<file path="config.mk">
export PLATFORM = sky130hd
export DESIGN_NAME = shortest_queue_dispatch_fifos_flat
export DESIGN_NICKNAME = d
export VERILOG_FILES = /design/src/hdl/sqd_pkg.sv /design/src/hdl/sqd_req_if.sv /design/src/hdl/sqd_rsp_if.sv /design/src/hdl/shortest_queue_dispatch_fifos.sv /design/src/flat_wrapper.sv
export VERILOG_INCLUDE_DIRS = /design/src /design/src/hdl
export SDC_FILE = /design/constraint.sdc
export NUM_CORES = 2
export LEC_CHECK = 0
export BUFFER_PORTS_ARGS = -buffer_cell sky130_fd_sc_hd__buf_2
export CORE_ASPECT_RATIO = 1.75
export CORE_MARGIN = 5
export CORE_UTILIZATION = 40
export CTS_CLUSTER_SIZE = 16
export DETAILED_ROUTE_END_ITERATION = 10
export PLACE_DENSITY = 0.66
export SYNTH_ARGS = -nofsm -noshare
export SYNTH_HDL_FRONTEND = slang
export SYNTH_SLANG_ARGS = --single-unit
</file>
<file path="constraint.sdc">
create_clock -name clk -period 5.7 [get_ports clk]
set_clock_uncertainty 0.1 [all_clocks]
set_input_delay 1.14 -clock clk [delete_from_list [all_inputs] [get_ports clk]]
set_output_delay 1.14 -clock clk [all_outputs]
set_load 0.05 [all_outputs]
</file>
<file path="src/hdl/assert_macros.svh">
// Assertion macros for the RTL of the shortest-queue dispatcher.
// No dependencies; the assertions compile away when SYNTHESIS is defined.
`ifndef ASSERT_MACROS_SVH
`define ASSERT_MACROS_SVH
`ifndef SYNTHESIS
// Clocked property check, disabled while the active-low reset is asserted.
`define ASSERT_CLK(label, clk, rstn, prop) \
	label: assert property (@(posedge clk) disable iff (!(rstn)) (prop)) \
		else $error("%m: assertion failed");
// Condition that must never hold at a clock edge outside reset.
`define ASSERT_NEVER(label, clk, rstn, cond) \
	`ASSERT_CLK(label, clk, rstn, !(cond))
`else
`define ASSERT_CLK(label, clk, rstn, prop)
`define ASSERT_NEVER(label, clk, rstn, cond)
`endif
`endif

</file>
<file path="src/hdl/sqd_pkg.sv">
`timescale 1ns / 1ps
// Package for the shortest-queue dispatcher: field widths, request and
// status codes, parameter defaults. No dependencies.
package sqd_pkg;

	localparam int TAG_W    = 32;
	localparam int LINE_W   = 2;
	localparam int STATUS_W = 2;

	localparam int NUM_LINES_DEF  = 3;
	localparam int LINE_DEPTH_DEF = 16;

	typedef logic [STATUS_W-1:0] status_t;

	// Result status codes.
	localparam status_t ST_OK      = 2'd0;
	localparam status_t ST_EMPTY   = 2'd1;
	localparam status_t ST_FULL    = 2'd2;
	localparam status_t ST_BADLINE = 2'd3;

	// Request codes.
	localparam logic REQ_ADD   = 1'b0;
	localparam logic REQ_SERVE = 1'b1;

endpackage

</file>
<file path="src/hdl/sqd_req_if.sv">
`timescale 1ns / 1ps
// Request channel of the shortest-queue dispatcher: valid/ready plus the
// request word. Depends on sqd_pkg.
interface sqd_req_if;
	logic                      valid;
	logic                      ready;
	logic                      req_type;
	logic [sqd_pkg::TAG_W-1:0]  customer_tag;
	logic [sqd_pkg::LINE_W-1:0] line_index;

	modport source (output valid, output req_type, output customer_tag,
		output line_index, input ready);
	modport sink (input valid, input req_type, input customer_tag,
		input line_index, output ready);
endinterface

</file>
<file path="src/hdl/sqd_rsp_if.sv">
`timescale 1ns / 1ps
// Result channel of the shortest-queue dispatcher: valid/ready plus the
// result word. Depends on sqd_pkg.
interface sqd_rsp_if;
	logic                       valid;
	logic                       ready;
	sqd_pkg::status_t           result_status;
	logic [sqd_pkg::LINE_W-1:0] line_used;
	logic [sqd_pkg::TAG_W-1:0]  served_tag;

	modport source (output valid, output result_status, output line_used,
		output served_tag, input ready);
	modport sink (input valid, input result_status, input line_used,
		input served_tag, output ready);
endinterface

</file>
<file path="src/hdl/shortest_queue_dispatch_fifos.sv">
`timescale 1ns / 1ps
// Shortest-queue dispatcher over NUM_LINES circular FIFOs of tag words.
// Depends on sqd_pkg, sqd_req_if, sqd_rsp_if and assert_macros.svh.
//
// Usage:
//   req carries one request word: an add (req_type 0) puts customer_tag
//   into the line with the fewest entries, lowest line on a tie; a serve
//   (req_type 1) pops the oldest tag of line line_index.
//   rsp carries exactly one result word per request, in request order:
//   status (ok, line empty, all lines full, bad line), the line used and
//   the served tag (zero unless a serve succeeded).
// Timing:
//   The decision, the counter update and the tag store access happen in
//   the cycle a request is accepted; the store read data and the status
//   land in stage 1 and move to the output register once that is free.
//   One request per cycle is taken while rsp.ready stays high.
// Stall:
//   Stage 1 and the output register hold one result each, so one more
//   request is taken while a result waits; after that req.ready drops
//   until rsp.ready returns.
// Reset:
//   arst_n clears all pointers, counts and valid flags at once; no
//   clearing pass is needed, the tag store itself is not cleared.
module shortest_queue_dispatch_fifos #(
	parameter int NUM_LINES  = sqd_pkg::NUM_LINES_DEF,
	parameter int LINE_DEPTH = sqd_pkg::LINE_DEPTH_DEF
) (
	input  logic      clk,
	input  logic      arst_n,
	sqd_req_if.sink   req,
	sqd_rsp_if.source rsp
);

`include "assert_macros.svh"

	localparam int LIDX_W    = $clog2(NUM_LINES);
	localparam int PTR_W     = $clog2(LINE_DEPTH);
	localparam int OCC_W     = $clog2(LINE_DEPTH + 1);
	localparam int MEM_DEPTH = NUM_LINES * LINE_DEPTH;
	localparam int ADDR_W    = $clog2(MEM_DEPTH);

	localparam logic [PTR_W-1:0]  PTR_LAST = PTR_W'(LINE_DEPTH - 1);
	localparam logic [OCC_W-1:0]  OCC_FULL = OCC_W'(LINE_DEPTH);
	localparam logic [ADDR_W-1:0] DEPTH_A  = ADDR_W'(LINE_DEPTH);
	localparam logic [sqd_pkg::LINE_W:0] NUM_LINES_X =
		(sqd_pkg::LINE_W + 1)'(NUM_LINES);

	// Per-line FIFO state.
	logic [PTR_W-1:0] wr_ptr_q [NUM_LINES];
	logic [PTR_W-1:0] rd_ptr_q [NUM_LINES];
	logic [OCC_W-1:0] occ_q    [NUM_LINES];

	// Tag store, one row of LINE_DEPTH words per line.
	logic [sqd_pkg::TAG_W-1:0] mem [MEM_DEPTH];

	// Stage 1 and output register.
	logic                        valid_s1;
	sqd_pkg::status_t            status_s1;
	logic [sqd_pkg::LINE_W-1:0]  line_s1;
	logic                        serve_ok_s1;
	logic [sqd_pkg::TAG_W-1:0]   rd_data_s1;
	logic                        out_valid_q;
	sqd_pkg::status_t            status_q;
	logic [sqd_pkg::LINE_W-1:0]  line_q;
	logic [sqd_pkg::TAG_W-1:0]   tag_q;

	logic                        acc;
	logic                        adv;
	logic                        is_add;
	logic [LIDX_W-1:0]           best;
	logic [LIDX_W-1:0]           sidx;
	logic                        all_full;
	logic                        bad_line;
	logic                        line_empty;
	logic                        do_write;
	logic                        do_read;
	sqd_pkg::status_t            status_d;
	logic [sqd_pkg::LINE_W-1:0]  line_d;
	logic [ADDR_W-1:0]           waddr;
	logic [ADDR_W-1:0]           raddr;

	// Handshake: stage 1 frees up whenever it moves on to the output.
	assign adv       = valid_s1 && (!out_valid_q || rsp.ready);
	assign req.ready = !valid_s1 || adv;
	assign acc       = req.valid && req.ready;
	assign is_add    = (req.req_type == sqd_pkg::REQ_ADD);

	// Pick the least occupied line; strict compare keeps the lowest on a tie.
	always_comb begin
		best = '0;
		for (int i = 1; i < NUM_LINES; i++) begin
			if (occ_q[i] < occ_q[best]) begin
				best = LIDX_W'(i);
			end
		end
	end

	// Decode the request against the current counts.
	assign sidx       = req.line_index[LIDX_W-1:0];
	assign all_full   = (occ_q[best] >= OCC_FULL);
	assign bad_line   = ({1'b0, req.line_index} >= NUM_LINES_X);
	assign line_empty = (occ_q[sidx] == '0);
	assign do_write   = acc && is_add && !all_full;
	assign do_read    = acc && !is_add && !bad_line && !line_empty;

	always_comb begin
		if (is_add) begin
			status_d = all_full ? sqd_pkg::ST_FULL : sqd_pkg::ST_OK;
			line_d   = all_full ? '0 : sqd_pkg::LINE_W'(best);
		end else begin
			line_d = req.line_index;
			if (bad_line) begin
				status_d = sqd_pkg::ST_BADLINE;
			end else if (line_empty) begin
				status_d = sqd_pkg::ST_EMPTY;
			end else begin
				status_d = sqd_pkg::ST_OK;
			end
		end
	end

	// Store addresses: row of the line plus the slot within it.
	assign waddr = ADDR_W'(ADDR_W'(best) * DEPTH_A + ADDR_W'(wr_ptr_q[best]));
	assign raddr = ADDR_W'(ADDR_W'(sidx) * DEPTH_A + ADDR_W'(rd_ptr_q[sidx]));

	// Pointer and count update; an item touches at most one line.
	always_ff @(posedge clk or negedge arst_n) begin
		if (!arst_n) begin
			for (int i = 0; i < NUM_LINES; i++) begin
				wr_ptr_q[i] <= '0;
				rd_ptr_q[i] <= '0;
				occ_q[i]    <= '0;
			end
		end else begin
			for (int i = 0; i < NUM_LINES; i++) begin
				if (do_write && (best == LIDX_W'(i))) begin
					wr_ptr_q[i] <= (wr_ptr_q[i] == PTR_LAST) ? '0 : wr_ptr_q[i] + 1'b1;
					occ_q[i]    <= occ_q[i] + 1'b1;
				end
				if (do_read && (sidx == LIDX_W'(i))) begin
					rd_ptr_q[i] <= (rd_ptr_q[i] == PTR_LAST) ? '0 : rd_ptr_q[i] + 1'b1;
					occ_q[i]    <= occ_q[i] - 1'b1;
				end
			end
		end
	end

	// Tag store with a registered read port.
	always_ff @(posedge clk) begin
		if (do_write) begin
			mem[waddr] <= req.customer_tag;
		end
		if (do_read) begin
			rd_data_s1 <= mem[raddr];
		end
	end

	// Valid flags of stage 1 and the output register.
	always_ff @(posedge clk or negedge arst_n) begin
		if (!arst_n) begin
			valid_s1    <= 1'b0;
			out_valid_q <= 1'b0;
		end else begin
			if (acc) begin
				valid_s1 <= 1'b1;
			end else if (adv) begin
				valid_s1 <= 1'b0;
			end
			if (adv) begin
				out_valid_q <= 1'b1;
			end else if (rsp.ready) begin
				out_valid_q <= 1'b0;
			end
		end
	end

	// Result payload; the served tag is zero unless a serve succeeded.
	always_ff @(posedge clk) begin
		if (acc) begin
			status_s1   <= status_d;
			line_s1     <= line_d;
			serve_ok_s1 <= do_read;
		end
		if (adv) begin
			status_q <= status_s1;
			line_q   <= line_s1;
			tag_q    <= serve_ok_s1 ? rd_data_s1 : '0;
		end
	end

	assign rsp.valid         = out_valid_q;
	assign rsp.result_status = status_q;
	assign rsp.line_used     = line_q;
	assign rsp.served_tag    = tag_q;

	// Checks on the counters and the result path.
	for (genvar g = 0; g < NUM_LINES; g++) begin : g_chk
		`ASSERT_CLK(a_occ_bound, clk, arst_n, occ_q[g] <= OCC_FULL)
	end
	`ASSERT_CLK(a_s1_hold, clk, arst_n, (valid_s1 && out_valid_q && !rsp.ready) |=> valid_s1)
	`ASSERT_NEVER(a_tag_zero, clk, arst_n, out_valid_q && (status_q != sqd_pkg::ST_OK) && (tag_q != '0))
	`ASSERT_NEVER(a_rw_excl, clk, arst_n, do_write && do_read)

endmodule
</file>
<file path="src/flat_wrapper.sv">
// flat-port wrapper written by rule: the top's interface ports become plain ports
module shortest_queue_dispatch_fifos_flat 
#(
	parameter int NUM_LINES  = sqd_pkg::NUM_LINES_DEF,
	parameter int LINE_DEPTH = sqd_pkg::LINE_DEPTH_DEF
)
  (clk, arst_n, req_valid, req_req_type, req_customer_tag, req_line_index, req_ready, rsp_valid, rsp_result_status, rsp_line_used, rsp_served_tag, rsp_ready);
  sqd_req_if req_i ();
  sqd_rsp_if rsp_i ();
  input  logic clk;
  input  logic arst_n;
  input wire logic [$bits(req_i.valid)-1:0] req_valid;
  input wire logic [$bits(req_i.req_type)-1:0] req_req_type;
  input wire logic [$bits(req_i.customer_tag)-1:0] req_customer_tag;
  input wire logic [$bits(req_i.line_index)-1:0] req_line_index;
  output wire logic [$bits(req_i.ready)-1:0] req_ready;
  output wire logic [$bits(rsp_i.valid)-1:0] rsp_valid;
  output wire logic [$bits(rsp_i.result_status)-1:0] rsp_result_status;
  output wire logic [$bits(rsp_i.line_used)-1:0] rsp_line_used;
  output wire logic [$bits(rsp_i.served_tag)-1:0] rsp_served_tag;
  input wire logic [$bits(rsp_i.ready)-1:0] rsp_ready;
  assign req_i.valid = req_valid;
  assign req_i.req_type = req_req_type;
  assign req_i.customer_tag = req_customer_tag;
  assign req_i.line_index = req_line_index;
  assign req_ready = req_i.ready;
  assign rsp_valid = rsp_i.valid;
  assign rsp_result_status = rsp_i.result_status;
  assign rsp_line_used = rsp_i.line_used;
  assign rsp_served_tag = rsp_i.served_tag;
  assign rsp_i.ready = rsp_ready;
  shortest_queue_dispatch_fifos #(.NUM_LINES(NUM_LINES), .LINE_DEPTH(LINE_DEPTH)) u_core (.clk(clk), .arst_n(arst_n), .req(req_i), .rsp(rsp_i));
endmodule
</file>
==> summary.txt <==
Synthesis
  • Yosys cell types: 53
  • Synth Area in XOR/XNOR: less than 1%
  • Sequential element share of the synthesized area: 75.2%
  • Synth Flop Type: edfxtp_1
  • Ys Warns: 0
  • Mapped Area: 65600 µm²
  • EDFF count, synth: approximately 1.6k
  • Async S/R FF share, synth: 2.48%
  • Mux cell area share after synthesis: 2.07%
  • Post-Synth Adder-Cell Area: 0.530%
  • Net count after synthesis: 5067
  • Simple-gate share of the synthesized area: 17.9%
  • Mapped Cells: ~5.0k
  • Complex-gate fraction of the synthesized area: 2.01%
  • Avg Inst Size Synth: 13.1 µm²
  • Largest family of logic cells by synthesized area: simple AND/OR/NAND/NOR gates
  • Seq cells post-synth: 1650

Layout
  • Most common cell after layout, fill and taps aside: edfxtp_1
  • Most frequent cells in the layout: edfxtp_1 (1609), nand2_1 (1431), nand3_1 (1064)
  • Nets: 5143
  • Layout filler cell count: roughly 14k
  • Share of post-route cells with drive strength above 1: 9.98%
  • Area grow syn2layout: 13.5%
  • Final std cells w/o fill: around 7.4k

Timing
  • Slew Viols, Final: 0
  • Fmax: 205 MHz
  • Final hold vios: 0
  • RSZ-0062 raised after global routing: false
  • # setup viols final: 0
  • Least-Margin Pin Slew: between 1 and 1.5 ns
  • Max-slew headroom: between 10% and 20%
  • Post-layout min period: 4.88 ns
  • Tcrit/Tclk final: 85.5%
  • Setup TNS: 0 ns

Floorplan
  • Die H: 546 µm
  • Overall die width: around 320 µm
  • DIE AREA: 172000 µm²
  • Core Area: 163000 µm²
  • Rows: 196
  • Starting Density: just over 40%
  • Io pins: 77

Clock network
  • Setup bufs post-CTS: 0
  • Later-pin clock latency in the skew report: 0.80 ns
  • Clock transition at path regs: roughly 0.060 ns
  • TritonCTS clock tree: built
  • CTS Hold Bufs: 0
  • CTS root buffer: clkbuf_16
  • Clk sinks: 1650
  • H-tree Lvls: 4
  • Inserted Clock Buffers: 150
  • PostCTS Resize Cnt: 0
  • Max Root-Sink Buffers: 4

Detailed routing
  • DR iter-0 viols: 4293
  • Final ANT Viol Nets: 0
  • Pre-antenna DRT Iters: 6
  • Vias per Instance: 5.56
  • Vias: 41.2k
  • DRC viols: 0
  • Mean routed wirelength per cell: 25.0 µm
  • Wirelength, routed: 185000 µm

Status
  • Run status: finished, final reports clean

Power and ir drop
  • Sw frac: 32.1%
  • Switching power: 10.3 mW
  • P per Cell Area: 429 nW/µm²
  • P_int: 21.7 mW
  • Leak: 25.3 nW
  • Clock power frac: 31.0%
  • Sequential share of power: between 40 and 50%
  • Maximum vdd drop: 404 µV
  • Comb pwr share: between 20% and 30%

Run
  • Max-cap violation count: 0

Place
  • Post-DP HPWL: 114000 µm
  • Placed Cells: about 7.1k
  • I/O Buffers: 76
  • GP Congestion: approximately 0.86

Setup path
  • CP max FO: 17
  • CP arrival: 5.24 ns
  • Critical path class: flip-flop to flip-flop
  • CP endpoint kind: flip-flop
  • Crit path required time: 6.06 ns
  • Startpoint class of the critical path: flip-flop

Global routing
  • Global route overflow: 0
  • First-pass GRT wire length: ~270000 µm
  • GRT Overall Usage: 20.8%
  • Initial antenna violation count: 18
  • Pin count of the biggest net entering global routing: 113
  • Vias in the first global route: 40.0k

Hold path
  • Worst hold path class: flip-flop to flip-flop
## synthesized netlist by cell type, types with 10 or more instances
library cell / n / area [µm²]
a21oi_1: 14 / 70.1
a221o_1: 32 / 320
a32oi_1: 32 / 280
a41oi_1: 32 / 280
and2_1: 39 / 244
buf_1: 39 / 146
buf_2: 61 / 305
clkbuf_1: 211 / 792
dfrtp_1: 41 / 1030
edfxtp_1: 1609 / 48300
ha_1: 23 / 288
inv_1: 17 / 63.8
mux2_2: 12 / 135
mux2i_1: 121 / 1210
nand2_1: 1431 / 5370
nand3_1: 1064 / 5330
nand4_1: 37 / 231
nor2_1: 66 / 248
nor2b_1: 10 / 62.6
o21ai_0: 12 / 60.1
xnor2_1: 13 / 114
## layer usage
metal	global-route usage, %	part of all wire (%)	routed length, µm	vias up
met1	24.0	35	64700	20500
met5	0	0.044	82	-
met3	2.68	6.2	11500	471
met2	37.4	52	96600	1806
li1	-	-	-	18400
met4	11.4	6.5	12000	12
## registers in the layout (all words and copies together), names as in the netlist, 2 cells and up
name	count
u_core.mem	1536
u_core.rd_data_s1	32
u_core.rsp.served_tag	32
u_core.occ_q	15
u_core.rd_ptr_q	12
u_core.wr_ptr_q	12
u_core.line_s1	2
u_core.rsp.line_used	2
u_core.rsp.result_status	2
u_core.status_s1	2
## worst paths after layout
check                                          from                     endpoint  slack [ns]  cells past startpoint
max in group asynchronous                    arst_n             u_core.occ_q[11]        4.42                      1
worst min register to register  u_core.status_s1[1]  u_core.rsp.result_status[1]        0.32                      0
worst max register to register     u_core.occ_q[12]           u_core.mem[46][18]        0.82                     15
worst max-delay path               u_core.occ_q[12]           u_core.mem[46][18]        0.82                     15
min in group asynchronous                    arst_n              u_core.valid_s1        0.43                      1
worst min-delay path            u_core.status_s1[1]  u_core.rsp.result_status[1]        0.32                      0
## worst max-delay path, stage by stage, from the launching register on
cell     delay, ns
dfrtp_1       0.39
inv_1         0.07
ha_1          0.31
a21o_1        0.14
a31oi_2       0.05
o21ai_4       0.28
mux2i_1       0.28
ha_1          0.29
a21oi_1       0.15
o21a_1        0.18
nand3_1       0.10
mux2i_2       0.27
nor2_2        0.15
or4_1         0.89
nor2_4        0.62
buf_12        0.24
## cell families (layout without fill, tap and decap cells)
logic type               Yosys count  after routing
AND/OR/NAND/NOR                 2686           2686
flip-flops                      1650           1650
buffers and inverters            330            509
AO/OA/AOI/OAI                    160            160
multiplexers                     134            134
adder cells (fa/ha/maj)           26             26
XOR/XNOR                          16             16
other                              0             43
## power by group through the flow
| stage | clock network (mW) | logic [mW] | registers, mW |
|---|---|---|---|
| floorplan | 0 | 4.75 | 14.3 |
| detailed placement | 0 | 7.94 | 14.3 |
| finish | 9.91 | 7.97 | 14.1 |
| CTS | 10.0 | 7.95 | 14.1 |
| global placement | 0 | 7.86 | 14.3 |
| global route | 10.5 | 8.56 | 14.1 |
## stage by stage
step                area, µm²  utilization [%]  setup WS [ns]  hold slack (ns)  power (mW)
floorplan               65600                -          0.509            0.300        19.0
global placement        69600             42.7          0.781            0.304        22.2
detailed placement      69600             42.7          0.818            0.305        22.3
CTS                     74300             45.6          0.782            0.320        32.1
global route            74400             45.6          0.546            0.328        33.2
finish                  74400             45.6          0.824            0.323        32.0
## area by class of cell
| cell class | instances | area, µm² | share of cell area [%] |
|---|---|---|---|
| clock inverter | 72 | 697 | 0.936 |
| inverter | 18 | 67.6 | 0.0908 |
| tap | 2178 | 2730 | 3.66 |
| clock buffer | 183 | 3980 | 5.35 |
| sequential | 1650 | 49300 | 66.3 |
| timing repair buffer | 236 | 2170 | 2.91 |
| multi-input combinational | 3022 | 15300 | 20.6 |
| antenna | 43 | 108 | 0.145 |
(Power assumes the default switching activity.)
